==> config.mk <==
export PLATFORM = sky130hd
export DESIGN_NAME = stop_and_wait_arq_sender_flat
export DESIGN_NICKNAME = d
export VERILOG_FILES = /design/src/hdl/saw_pkg.sv /design/src/hdl/saw_item_if.sv /design/src/hdl/saw_result_if.sv /design/src/hdl/saw_csum.sv /design/src/hdl/stop_and_wait_arq_sender.sv /design/src/flat_wrapper.sv
export SDC_FILE = /design/constraint.sdc
export NUM_CORES = 1
export LEC_CHECK = 0
export BUFFER_PORTS_ARGS = -buffer_cell sky130_fd_sc_hd__buf_4
export CAP_MARGIN = 15
export CORE_MARGIN = 2
export CORE_UTILIZATION = 52
export CTS_CLUSTER_SIZE = 14
export DETAILED_ROUTE_END_ITERATION = 10
export PLACE_DENSITY = 0.82
export SYNTH_ARGS = -nofsm -noshare
export SYNTH_HDL_FRONTEND = slang
export SYNTH_HIERARCHICAL = 1
export SYNTH_SLANG_ARGS = --single-unit
==> constraint.sdc <==
create_clock -name clk_i -period 3.9 [get_ports clk_i]
set_input_delay 0.78 -clock clk_i [delete_from_list [all_inputs] [get_ports clk_i]]
set_output_delay 0.78 -clock clk_i [all_outputs]
set_load 0.005 [all_outputs]
==> src/hdl/saw_pkg.sv <==
// Shared types and constants for the stop-and-wait frame sender.
package saw_pkg;

  // Header flag bit positions
  localparam int unsigned FlagAckBit = 4;
  localparam int unsigned FlagExtBit = 5;

  // Checksum word width and saturation limit of the tick counter
  localparam int unsigned WordW = 16;
  localparam logic [WordW-1:0] WordOnes = '1;

  // Configuration register indexes
  localparam logic CfgTimeoutTicks = 1'b0;
  localparam logic CfgMaxRetries   = 1'b1;

  // Configuration reset values
  localparam logic [15:0] TimeoutTicksRst = 16'd50;
  localparam logic [3:0]  MaxRetriesRst   = 4'd10;

  typedef enum logic [1:0] {
    CMD_SEND = 2'd0,
    CMD_TICK = 2'd1,
    CMD_RECV = 2'd2
  } saw_cmd_e;

  typedef enum logic [2:0] {
    ST_NONE       = 3'd0,
    ST_SENT       = 3'd1,
    ST_REJECTED   = 3'd2,
    ST_RETRANSMIT = 3'd3,
    ST_GAVE_UP    = 3'd4,
    ST_ACKED      = 3'd5,
    ST_IGNORED    = 3'd6
  } saw_status_e;

  // One result item as held in the output register
  typedef struct packed {
    logic [2:0]  status;
    logic        tx_valid;
    logic [31:0] tx_flags;
    logic [15:0] tx_seq;
    logic [15:0] tx_ack;
    logic [31:0] tx_length;
    logic [31:0] tx_frame_count;
    logic [15:0] tx_checksum;
  } saw_result_t;

endpackage

==> src/hdl/saw_item_if.sv <==
// Input channel carrying one command item with its frame header fields.
interface saw_item_if;
  logic        valid;
  logic        ready;
  logic [1:0]  command;
  logic [31:0] flags;
  logic [15:0] seq_number;
  logic [15:0] ack_number;
  logic [31:0] payload_length;
  logic [31:0] frame_count;
  logic [15:0] checksum_in;

  modport source (
    output valid, command, flags, seq_number, ack_number, payload_length,
           frame_count, checksum_in,
    input  ready
  );

  modport sink (
    input  valid, command, flags, seq_number, ack_number, payload_length,
           frame_count, checksum_in,
    output ready
  );
endinterface

==> src/hdl/saw_result_if.sv <==
// Output channel carrying one status result with the emitted header.
interface saw_result_if;
  logic        valid;
  logic        ready;
  logic [2:0]  status;
  logic        tx_valid;
  logic [31:0] tx_flags;
  logic [15:0] tx_seq;
  logic [15:0] tx_ack;
  logic [31:0] tx_length;
  logic [31:0] tx_frame_count;
  logic [15:0] tx_checksum;

  modport source (
    output valid, status, tx_valid, tx_flags, tx_seq, tx_ack, tx_length,
           tx_frame_count, tx_checksum,
    input  ready
  );

  modport sink (
    input  valid, status, tx_valid, tx_flags, tx_seq, tx_ack, tx_length,
           tx_frame_count, tx_checksum,
    output ready
  );
endinterface

==> src/hdl/saw_csum.sv <==
// One's-complement sum over the eight big-endian words of a 16-byte header.
module saw_csum (
  input  logic [31:0]              flags_i,
  input  logic [15:0]              seq_i,
  input  logic [15:0]              ack_i,
  input  logic [31:0]              length_i,
  input  logic [31:0]              count_i,
  output logic [saw_pkg::WordW-1:0] sum_o
);
  import saw_pkg::*;

  logic [WordW-1:0] words [8];
  logic [WordW+2:0] total;
  logic [WordW:0]   fold1;

  // Byte-swap each little-endian half into a big-endian word
  always_comb begin
    words[0] = {flags_i[7:0],   flags_i[15:8]};
    words[1] = {flags_i[23:16], flags_i[31:24]};
    words[2] = {seq_i[7:0],     seq_i[15:8]};
    words[3] = {ack_i[7:0],     ack_i[15:8]};
    words[4] = {length_i[7:0],  length_i[15:8]};
    words[5] = {length_i[23:16], length_i[31:24]};
    words[6] = {count_i[7:0],   count_i[15:8]};
    words[7] = {count_i[23:16], count_i[31:24]};
  end

  // Add all words, then fold the carries back in twice (end-around carry)
  always_comb begin
    total = '0;
    for (int i = 0; i < 8; i++) begin
      total = total + {3'b000, words[i]};
    end
    fold1 = {1'b0, total[WordW-1:0]} + {{(WordW-2){1'b0}}, total[WordW+2:WordW]};
    sum_o = fold1[WordW-1:0] + {{(WordW-1){1'b0}}, fold1[WordW]};
  end

endmodule

==> src/hdl/stop_and_wait_arq_sender.sv <==
// Stop-and-wait sender: latches a frame header, checksums it, emits it and
// retransmits on timeout until an acknowledgment arrives or retries run out.
// Each command item (send, tick or received frame) gives exactly one result
// item, registered in the cycle after the item is taken, and a new item is
// taken in every cycle as long as the result register is empty or being
// drained in that same cycle; the whole decision, including the eight-word
// header checksum, is one pass of logic from the input port into the result
// register. Ticks count towards timeout_ticks; on the max_retries-th timeout
// the sender reports that it gave up and goes idle. Configuration writes take
// effect on the next item and should only be made while no result is pending.
module stop_and_wait_arq_sender (
  input  logic                clk_i,
  input  logic                rst_ni,
  input  logic                cfg_we_i,
  input  logic                cfg_idx_i,
  input  logic [15:0]         cfg_data_i,
  saw_item_if.sink            item_i,
  saw_result_if.source        result_o
);
  import saw_pkg::*;

  // Configuration registers
  logic [15:0] timeout_ticks_q;
  logic [3:0]  max_retries_q;

  // Sender state
  logic        busy_q, busy_d;
  logic [15:0] wait_ticks_q, wait_ticks_d;
  logic [3:0]  retry_count_q, retry_count_d;
  logic [31:0] held_flags_q;
  logic [15:0] held_seq_q;
  logic [15:0] held_ack_q;
  logic [31:0] held_length_q;
  logic [31:0] held_count_q;
  logic [15:0] held_checksum_q;
  logic        load_held;

  // Result register
  logic        res_valid_q, res_valid_d;
  saw_result_t res_q, res_d;

  logic        accept;
  logic [31:0] csum_flags;
  logic [15:0] hdr_sum;
  logic [16:0] verify_sum;
  logic [15:0] wait_inc;
  logic [3:0]  retry_inc;
  logic        ack_ok;
  saw_cmd_e    cmd;

  assign cmd = saw_cmd_e'(item_i.command);

  // Take a new item whenever the result register is free or being drained
  assign item_i.ready = !res_valid_q || result_o.ready;
  assign accept       = item_i.valid && item_i.ready;

  // A send checksums the header with EXT forced on; a received frame as is
  always_comb begin
    csum_flags = item_i.flags;
    if (cmd == CMD_SEND) begin
      csum_flags[FlagExtBit] = 1'b1;
    end
  end

  saw_csum u_csum (
    .flags_i  (csum_flags),
    .seq_i    (item_i.seq_number),
    .ack_i    (item_i.ack_number),
    .length_i (item_i.payload_length),
    .count_i  (item_i.frame_count),
    .sum_o    (hdr_sum)
  );

  assign verify_sum = {1'b0, item_i.checksum_in} + {1'b0, hdr_sum};
  assign wait_inc   = (wait_ticks_q == WordOnes) ? wait_ticks_q : wait_ticks_q + 16'd1;
  assign retry_inc  = retry_count_q + 4'd1;
  assign ack_ok     = busy_q && item_i.flags[FlagExtBit] && item_i.flags[FlagAckBit]
                      && (verify_sum == {1'b0, WordOnes})
                      && (item_i.ack_number == held_seq_q);

  // Decide the result and the next state for the offered item
  always_comb begin
    busy_d        = busy_q;
    wait_ticks_d  = wait_ticks_q;
    retry_count_d = retry_count_q;
    load_held     = 1'b0;
    res_d         = '0;
    res_d.status  = ST_NONE;
    case (cmd)
      CMD_SEND: begin
        if (busy_q) begin
          res_d.status = ST_REJECTED;
        end else begin
          load_held            = 1'b1;
          busy_d               = 1'b1;
          wait_ticks_d         = '0;
          retry_count_d        = '0;
          res_d.status         = ST_SENT;
          res_d.tx_valid       = 1'b1;
          res_d.tx_flags       = csum_flags;
          res_d.tx_seq         = item_i.seq_number;
          res_d.tx_ack         = item_i.ack_number;
          res_d.tx_length      = item_i.payload_length;
          res_d.tx_frame_count = item_i.frame_count;
          res_d.tx_checksum    = ~hdr_sum;
        end
      end
      CMD_TICK: begin
        if (busy_q) begin
          wait_ticks_d = wait_inc;
          if (wait_inc >= timeout_ticks_q) begin
            wait_ticks_d         = '0;
            retry_count_d        = retry_inc;
            res_d.tx_valid       = 1'b1;
            res_d.tx_flags       = held_flags_q;
            res_d.tx_seq         = held_seq_q;
            res_d.tx_ack         = held_ack_q;
            res_d.tx_length      = held_length_q;
            res_d.tx_frame_count = held_count_q;
            res_d.tx_checksum    = held_checksum_q;
            if (retry_inc >= max_retries_q) begin
              busy_d       = 1'b0;
              res_d.status = ST_GAVE_UP;
            end else begin
              res_d.status = ST_RETRANSMIT;
            end
          end
        end
      end
      CMD_RECV: begin
        if (ack_ok) begin
          busy_d       = 1'b0;
          wait_ticks_d = '0;
          res_d.status = ST_ACKED;
        end else begin
          res_d.status = ST_IGNORED;
        end
      end
      default: begin
        res_d.status = ST_NONE;
      end
    endcase
  end

  // Set the result valid on a transfer in, drop it once taken
  always_comb begin
    res_valid_d = res_valid_q;
    if (accept) begin
      res_valid_d = 1'b1;
    end else if (result_o.ready) begin
      res_valid_d = 1'b0;
    end
  end

  // Configuration writes
  always_ff @(posedge clk_i or negedge rst_ni) begin
    if (!rst_ni) begin
      timeout_ticks_q <= TimeoutTicksRst;
      max_retries_q   <= MaxRetriesRst;
    end else if (cfg_we_i) begin
      case (cfg_idx_i)
        CfgTimeoutTicks: timeout_ticks_q <= cfg_data_i;
        CfgMaxRetries:   max_retries_q   <= cfg_data_i[3:0];
        default: ;
      endcase
    end
  end

  // Control state: advance on each transfer in
  always_ff @(posedge clk_i or negedge rst_ni) begin
    if (!rst_ni) begin
      busy_q        <= 1'b0;
      wait_ticks_q  <= '0;
      retry_count_q <= '0;
      res_valid_q   <= 1'b0;
    end else begin
      res_valid_q <= res_valid_d;
      if (accept) begin
        busy_q        <= busy_d;
        wait_ticks_q  <= wait_ticks_d;
        retry_count_q <= retry_count_d;
      end
    end
  end

  // Held frame and result payload
  always_ff @(posedge clk_i or negedge rst_ni) begin
    if (!rst_ni) begin
      res_q           <= '0;
      held_flags_q    <= '0;
      held_seq_q      <= '0;
      held_ack_q      <= '0;
      held_length_q   <= '0;
      held_count_q    <= '0;
      held_checksum_q <= '0;
    end else if (accept) begin
      res_q <= res_d;
      if (load_held) begin
        held_flags_q    <= csum_flags;
        held_seq_q      <= item_i.seq_number;
        held_ack_q      <= item_i.ack_number;
        held_length_q   <= item_i.payload_length;
        held_count_q    <= item_i.frame_count;
        held_checksum_q <= ~hdr_sum;
      end
    end
  end

  // Drive the result channel
  assign result_o.valid          = res_valid_q;
  assign result_o.status         = res_q.status;
  assign result_o.tx_valid       = res_q.tx_valid;
  assign result_o.tx_flags       = res_q.tx_flags;
  assign result_o.tx_seq         = res_q.tx_seq;
  assign result_o.tx_ack         = res_q.tx_ack;
  assign result_o.tx_length      = res_q.tx_length;
  assign result_o.tx_frame_count = res_q.tx_frame_count;
  assign result_o.tx_checksum    = res_q.tx_checksum;

endmodule

==> src/flat_wrapper.sv <==
// flat-port wrapper written by rule: the top's interface ports become plain ports
module stop_and_wait_arq_sender_flat import saw_pkg::*;
  (clk_i, rst_ni, cfg_we_i, cfg_idx_i, cfg_data_i, item_i_valid, item_i_command, item_i_flags, item_i_seq_number, item_i_ack_number, item_i_payload_length, item_i_frame_count, item_i_checksum_in, item_i_ready, result_o_valid, result_o_status, result_o_tx_valid, result_o_tx_flags, result_o_tx_seq, result_o_tx_ack, result_o_tx_length, result_o_tx_frame_count, result_o_tx_checksum, result_o_ready);
  saw_item_if item_i_i ();
  saw_result_if result_o_i ();
  input  logic clk_i;
  input  logic rst_ni;
  input  logic cfg_we_i;
  input  logic cfg_idx_i;
  input  logic [15:0] cfg_data_i;
  input wire logic [$bits(item_i_i.valid)-1:0] item_i_valid;
  input wire logic [$bits(item_i_i.command)-1:0] item_i_command;
  input wire logic [$bits(item_i_i.flags)-1:0] item_i_flags;
  input wire logic [$bits(item_i_i.seq_number)-1:0] item_i_seq_number;
  input wire logic [$bits(item_i_i.ack_number)-1:0] item_i_ack_number;
  input wire logic [$bits(item_i_i.payload_length)-1:0] item_i_payload_length;
  input wire logic [$bits(item_i_i.frame_count)-1:0] item_i_frame_count;
  input wire logic [$bits(item_i_i.checksum_in)-1:0] item_i_checksum_in;
  output wire logic [$bits(item_i_i.ready)-1:0] item_i_ready;
  output wire logic [$bits(result_o_i.valid)-1:0] result_o_valid;
  output wire logic [$bits(result_o_i.status)-1:0] result_o_status;
  output wire logic [$bits(result_o_i.tx_valid)-1:0] result_o_tx_valid;
  output wire logic [$bits(result_o_i.tx_flags)-1:0] result_o_tx_flags;
  output wire logic [$bits(result_o_i.tx_seq)-1:0] result_o_tx_seq;
  output wire logic [$bits(result_o_i.tx_ack)-1:0] result_o_tx_ack;
  output wire logic [$bits(result_o_i.tx_length)-1:0] result_o_tx_length;
  output wire logic [$bits(result_o_i.tx_frame_count)-1:0] result_o_tx_frame_count;
  output wire logic [$bits(result_o_i.tx_checksum)-1:0] result_o_tx_checksum;
  input wire logic [$bits(result_o_i.ready)-1:0] result_o_ready;
  assign item_i_i.valid = item_i_valid;
  assign item_i_i.command = item_i_command;
  assign item_i_i.flags = item_i_flags;
  assign item_i_i.seq_number = item_i_seq_number;
  assign item_i_i.ack_number = item_i_ack_number;
  assign item_i_i.payload_length = item_i_payload_length;
  assign item_i_i.frame_count = item_i_frame_count;
  assign item_i_i.checksum_in = item_i_checksum_in;
  assign item_i_ready = item_i_i.ready;
  assign result_o_valid = result_o_i.valid;
  assign result_o_status = result_o_i.status;
  assign result_o_tx_valid = result_o_i.tx_valid;
  assign result_o_tx_flags = result_o_i.tx_flags;
  assign result_o_tx_seq = result_o_i.tx_seq;
  assign result_o_tx_ack = result_o_i.tx_ack;
  assign result_o_tx_length = result_o_i.tx_length;
  assign result_o_tx_frame_count = result_o_i.tx_frame_count;
  assign result_o_tx_checksum = result_o_i.tx_checksum;
  assign result_o_i.ready = result_o_ready;
  stop_and_wait_arq_sender u_core (.clk_i(clk_i), .rst_ni(rst_ni), .cfg_we_i(cfg_we_i), .cfg_idx_i(cfg_idx_i), .cfg_data_i(cfg_data_i), .item_i(item_i_i), .result_o(result_o_i));
endmodule
==> results.cfg, run 1 <==
[timing]
fin_crit_sh_pct = 251.4
fin_ws_ns = -5.906
rsz0062_at_grt = true
hold_viol_final = 0
maxSlewHeadroom_pct = -5.542
clock-skew-final_ns = 0.01822
tightest_slew_ns = 1.583
tns_ns = -224.98
finalSetupViolations = 56
slew_violations = 49
period_needed_ns = 9.806
fmax_mhz = 102.0

[drt]
vias = 18475
routedWlPerCell_um = 23.01
routed_wl_um = 71730
postRouteAntennaNets = 0
drtIter0Drc = 1518
drtPass1Iterations = 5
drc_errors = 0
viasPerCell = 5.927

[floorplanning]
initial_utilization_pct = 52.76
chipWidth_um = 199.5
die_area_sq_um = 39800
dieHeight_um = 199.5
ioPinCount = 318
num_rows = 71
core_area_sq_um = 37670

[cts]
clock_sinks = 334
clk_path_buf_depth = 3
hold_buffers = 0
cts_tree = yes
htree_num_levels = 2
cts_buffers = 38
insertion_delay_ns = 0.57
clkTransAtPathRegs_ns = 0.06
cts_root_buf = clkbuf_16

[layout]
final_common_cell = buf_4
final_nets = 2910
final_cell_mix = buf_4, dfrtp_1, nor2_1, inv_1, mux2_2
final_util_pct = 76.39
syn_to_final_growth_pct = 44.78
regArea_sq_um = 8364
nFillCells = 2333
drive_above_1_share_pct = 44.32
antenna_cells = 0
final_cells = 3117
multi_input_area_sq_um = 12260

[worst_setup_path]
arrival_ns = 10.25
setup.worst_path.end = u_core/result_o.status[1]
r2r_cells = 21
max_stage_delay_ns = 0.55
timing.rr.start = u_core/wait_ticks_q[8]
cp_max_fo = 5
critPathLaunchType = input port
r2r_setup_slack_ns = -0.05
cp_data_required_time_ns = 4.34
r2r-end = u_core/result_o.tx_length[23]
critPathSlowestCell = fa_1
cp-startpoint = item_i_payload_length[15]
critPathKind = in -> reg
endpoint_kind = flop

[status]
run_status = finished, violations left
failed_checks = slew limit, setup timing

[logic_synthesis]
synth_cells = 1983
yosys.area_share.xor_xnor_pct = 3.381
synth_fa_ha_area_share_pct = 13.37
synth_mux_area_share_pct = 7.813
syn_avg_cell_area_sq_um = 10.02
synthArstFlopShare_pct = 100.0
synth_top_family_by_area = compound AO/OA/AOI/OAI gates
synth-main-ff-cell = dfrtp_1
synth.cell_area_sq_um = 19870
yosysSeqAreaShare_pct = 42.09
yosys.area_share.simple_pct = 12.55
synth_cell_type_count = 85
ys_seq_elements = 334
synth_edf_count = 0
yosysWarnings = 6
synth_compound_area_share_pct = 14.68
syn_nets = 2314

[job]
cap_violations = 0

[global_route]
first_global_vias = 18625
grt_max_degree = 162
grt_overflow_total = 0
antenna_found_initial = 0
track_usage_pct = 33.64
grt_pass1_wl_um = 103000

[place]
dpl_worst_slack_ns = -6.671
portBuffers = 317
place_inst = 3014
gp_congestion = 0.9303
hpwl_um = 47220

[hold_path]
hold_path_class = in -> async
==> registers in the layout, indices dropped and copies added (netlist names), 32 cells and up <==
name / flops
u_core/held_count_q: 32
u_core/held_flags_q: 32
u_core/held_length_q: 32
u_core/result_o.tx_flags: 32
u_core/result_o.tx_frame_count: 32
u_core/result_o.tx_length: 32
==> per-stage QoR <==
| stage | cell area, sq um | hold WS (ns) |
|---|---|---|
| floorplan | 20060 | 0.4350 |
| global placement | 25110 | 0.4497 |
| detailed placement | 25110 | 0.4709 |
| CTS | 27280 | 0.3195 |
| global route | 28770 | 0.3654 |
| finish | 28770 | 0.2915 |
==> metal layers <==
| metal | global-route usage, % | routed length (um) |
|---|---|---|
| met1 | 41.99 | 26500 |
| met2 | 56.44 | 34920 |
| met3 | 7.325 | 6477 |
| met4 | 14.46 | 3837 |
| met5 | 0 | 0 |
==> kinds of logic after synthesis <==
family / after synthesis
compound gates: 405
simple gates: 553
xor+xnor: 75
buf+inv: 314
fa+ha+maj: 164
mux: 138
flops: 334
==> how the worst min path moves through the flow <==
stage / endpoint / cells after the start
CTS: u_core/held_checksum_q[12] / 1
global placement: u_core/held_flags_q[5] / 1
global route: u_core/held_checksum_q[14] / 1
finish: u_core/held_checksum_q[12] / 1
detailed placement: u_core/held_checksum_q[4] / 2
floorplan: u_core/held_flags_q[5] / 1
==> cells in the mapped netlist, types with 12 or more instances <==
cell      count  share of area (%)
inv_1       213                4.0
clkbuf_1     85                1.6
a221oi_1    128                5.6
a21oi_1      70                1.8
nand2b_1     13               0.41
nand2_1      91                1.7
a21o_1       26               0.98
xnor2_1      42                1.9
nor3_1       12               0.30
nand4_1      13               0.41
ha_1         82                5.2
nand3_1      17               0.43
mux2_2      133                7.5
fa_1         81                8.2
xor2_1       31                1.4
o21ai_0      78                2.0
nor2_1      326                6.2
dfrtp_1     329                 41
==> cell type report <==
cell class / count / area share, %
clock buffers: 55 / 3.805
clock inverters: 12 / 0.5653
inverters: 213 / 2.840
multi-input cells: 1335 / 42.61
flip-flops and latches: 334 / 29.07
well taps: 511 / 2.222
repair buffers: 657 / 18.89
==> worst max-delay path, delay by kind of cell <==
| family | cells | cell delay [ns] |
|---|---|---|
| AO/OA/AOI/OAI | 11 | 2.11 |
| XOR/XNOR | 2 | 0.30 |
| adder cells (fa/ha/maj) | 9 | 3.15 |
| buffers and inverters | 7 | 0.51 |
| AND/OR/NAND/NOR | 16 | 3.41 |
==> repair_timing <==
action | in CTS | in global routing
endpoints found under the setup margin | 94 | 180
resized for setup | 149 | 220
buffers inserted | 19 | 23
cloned | 2 | 6
pin swaps | 72 | 65
Power of run 1 is not shown: default switching activity piles up to over one toggle a cycle in this logic, so the estimate is an artifact.
==> inputs of run 2 (changes only) <==
SETUP_SLACK_MARGIN = 0.02   (was default)
==> results.cfg, run 2 (synthesized netlist as in run 1, its figures left out) <==
[floorplanning]
chipWidth_um = 199.5
dieHeight_um = 199.5
core_area_sq_um = 37670
num_rows = 71
ioPinCount = 318
die_area_sq_um = 39800
initial_utilization_pct = 52.76

[layout]
antenna_cells = 0
nFillCells = 2314
final_nets = 2915
final_cell_mix = buf_4, dfrtp_1, nor2_1, inv_1, mux2_2
drive_above_1_share_pct = 43.97
syn_to_final_growth_pct = 44.82
final_util_pct = 76.41
final_common_cell = buf_4
final_cells = 3122

[worst_setup_path]
r2r_cells = 22
critPathSlowestCell = fa_1
r2r_setup_slack_ns = -0.06
worst_path_most_repeated_cell = ha_4
cp_max_fo = 4
critPathLaunchType = input port
timing.rr.start = u_core/wait_ticks_q[10]
r2r-end = u_core/result_o.tx_flags[9]
cp_data_required_time_ns = 4.39
critPathKind = in -> reg
endpoint_kind = flop
arrival_ns = 10.53
max_stage_delay_ns = 0.55

[drt]
viasPerCell = 5.994
drc_errors = 0
routedWlPerCell_um = 23.63
drtIter0Drc = 1633
routed_wl_um = 73770
vias = 18713
postRouteAntennaNets = 0
drtPass1Iterations = 6

[timing]
slew_violations = 67
finalSetupViolations = 57
maxSlewHeadroom_pct = -2.001
fin_ws_ns = -6.144
fin_crit_sh_pct = 257.5
tightest_slew_ns = 1.530
rsz0062_at_grt = true
fin_hold_ws_ns = 0.3051
period_needed_ns = 10.04
clock-skew-final_ns = 0.01831
hold_viol_final = 0
fmax_mhz = 99.56

[hold_path]
hold_path_class = in -> async

[cts]
clk_path_buf_depth = 3
clock_sinks = 334
cts_root_buf = clkbuf_16
insertion_delay_ns = 0.57
clkTransAtPathRegs_ns = 0.06
hold_buffers = 0
cts_tree = yes
cts_buffers = 38
htree_num_levels = 2

[global_route]
antenna_found_initial = 0
grt_pass1_wl_um = 103000
grt_overflow_total = 0
grt_max_degree = 162
track_usage_pct = 33.68
first_global_vias = 18566

[place]
portBuffers = 317
place_inst = 3014
hpwl_um = 47220
gp_congestion = 0.9303

[status]
run_status = finished, violations left
failed_checks = slew limit, setup timing

[job]
cap_violations = 0
-- run 2: metal layers --
layer,track usage [%],vias up,part of all wire (%),wire length [um]
met1,41.97,9197,36,26840
met3,7.308,315,9.0,6662
li1,-,8102,-,-
met5,0,-,0,0
met4,14.60,0,6.1,4515
met2,56.56,1099,48,35740
-- run 2: worst max-delay path, delay by kind of cell --
kind / cells / cell delay, ns
AND/OR/NAND/NOR: 16 / 3.23
adder cells (fa/ha/maj): 9 / 3.11
XOR/XNOR: 2 / 0.40
buffers and inverters: 7 / 0.63
AO/OA/AOI/OAI: 13 / 2.33
-- run 2: worst max-delay path by stage --
stage | startpoint | end | slack (ns) | cells past startpoint
2_1_floorplan | item_i_payload_length[15] | u_core/wait_ticks_q[13] | -5.77 | 42
3_3_place_gp | item_i_flags[8] | u_core/wait_ticks_q[5] | -6.35 | 50
3_5_place_dp | item_i_seq_number[11] | u_core/wait_ticks_q[5] | -6.67 | 45
4_1_cts | item_i_payload_length[10] | u_core/wait_ticks_q[5] | -5.80 | 42
5_1_grt | item_i_ack_number[14] | u_core/wait_ticks_q[13] | -6.50 | 47
6_report | item_i_frame_count[14] | u_core/wait_ticks_q[13] | -6.14 | 47
-- run 2: area by class of cell --
| class | instances | area, sq um | share of cell area, % |
|---|---|---|---|
| clock buffers | 55 | 1095 | 3.804 |
| clock inverters | 12 | 162.7 | 0.5651 |
| inverters | 213 | 815.8 | 2.834 |
| multi-input cells | 1335 | 12220 | 42.47 |
| flip-flops and latches | 334 | 8364 | 29.06 |
| well taps | 511 | 639.4 | 2.221 |
| repair buffers | 662 | 5482 | 19.05 |
-- run 2: timing repair --
| action | 4_1_cts | 5_1_grt |
|---|---|---|
| endpoints found under the setup margin | 103 | 180 |
| resized for setup | 140 | 215 |
| setup buffers | 17 | 27 |
| gates cloned | 1 | 9 |
| pin swaps | 73 | 85 |
-- run 2: per-stage QoR --
stage	setup slack, ns	TNS, ns	cell area (sq um)
global route	-6.497	-246.57	28780
floorplan	-5.773	-220.38	20060
CTS	-5.798	-216.87	27150
finish	-6.144	-229.24	28780
global placement	-6.349	-247.88	25110
detailed placement	-6.671	-259.84	25110
Power of run 2 is left out for the same reason.
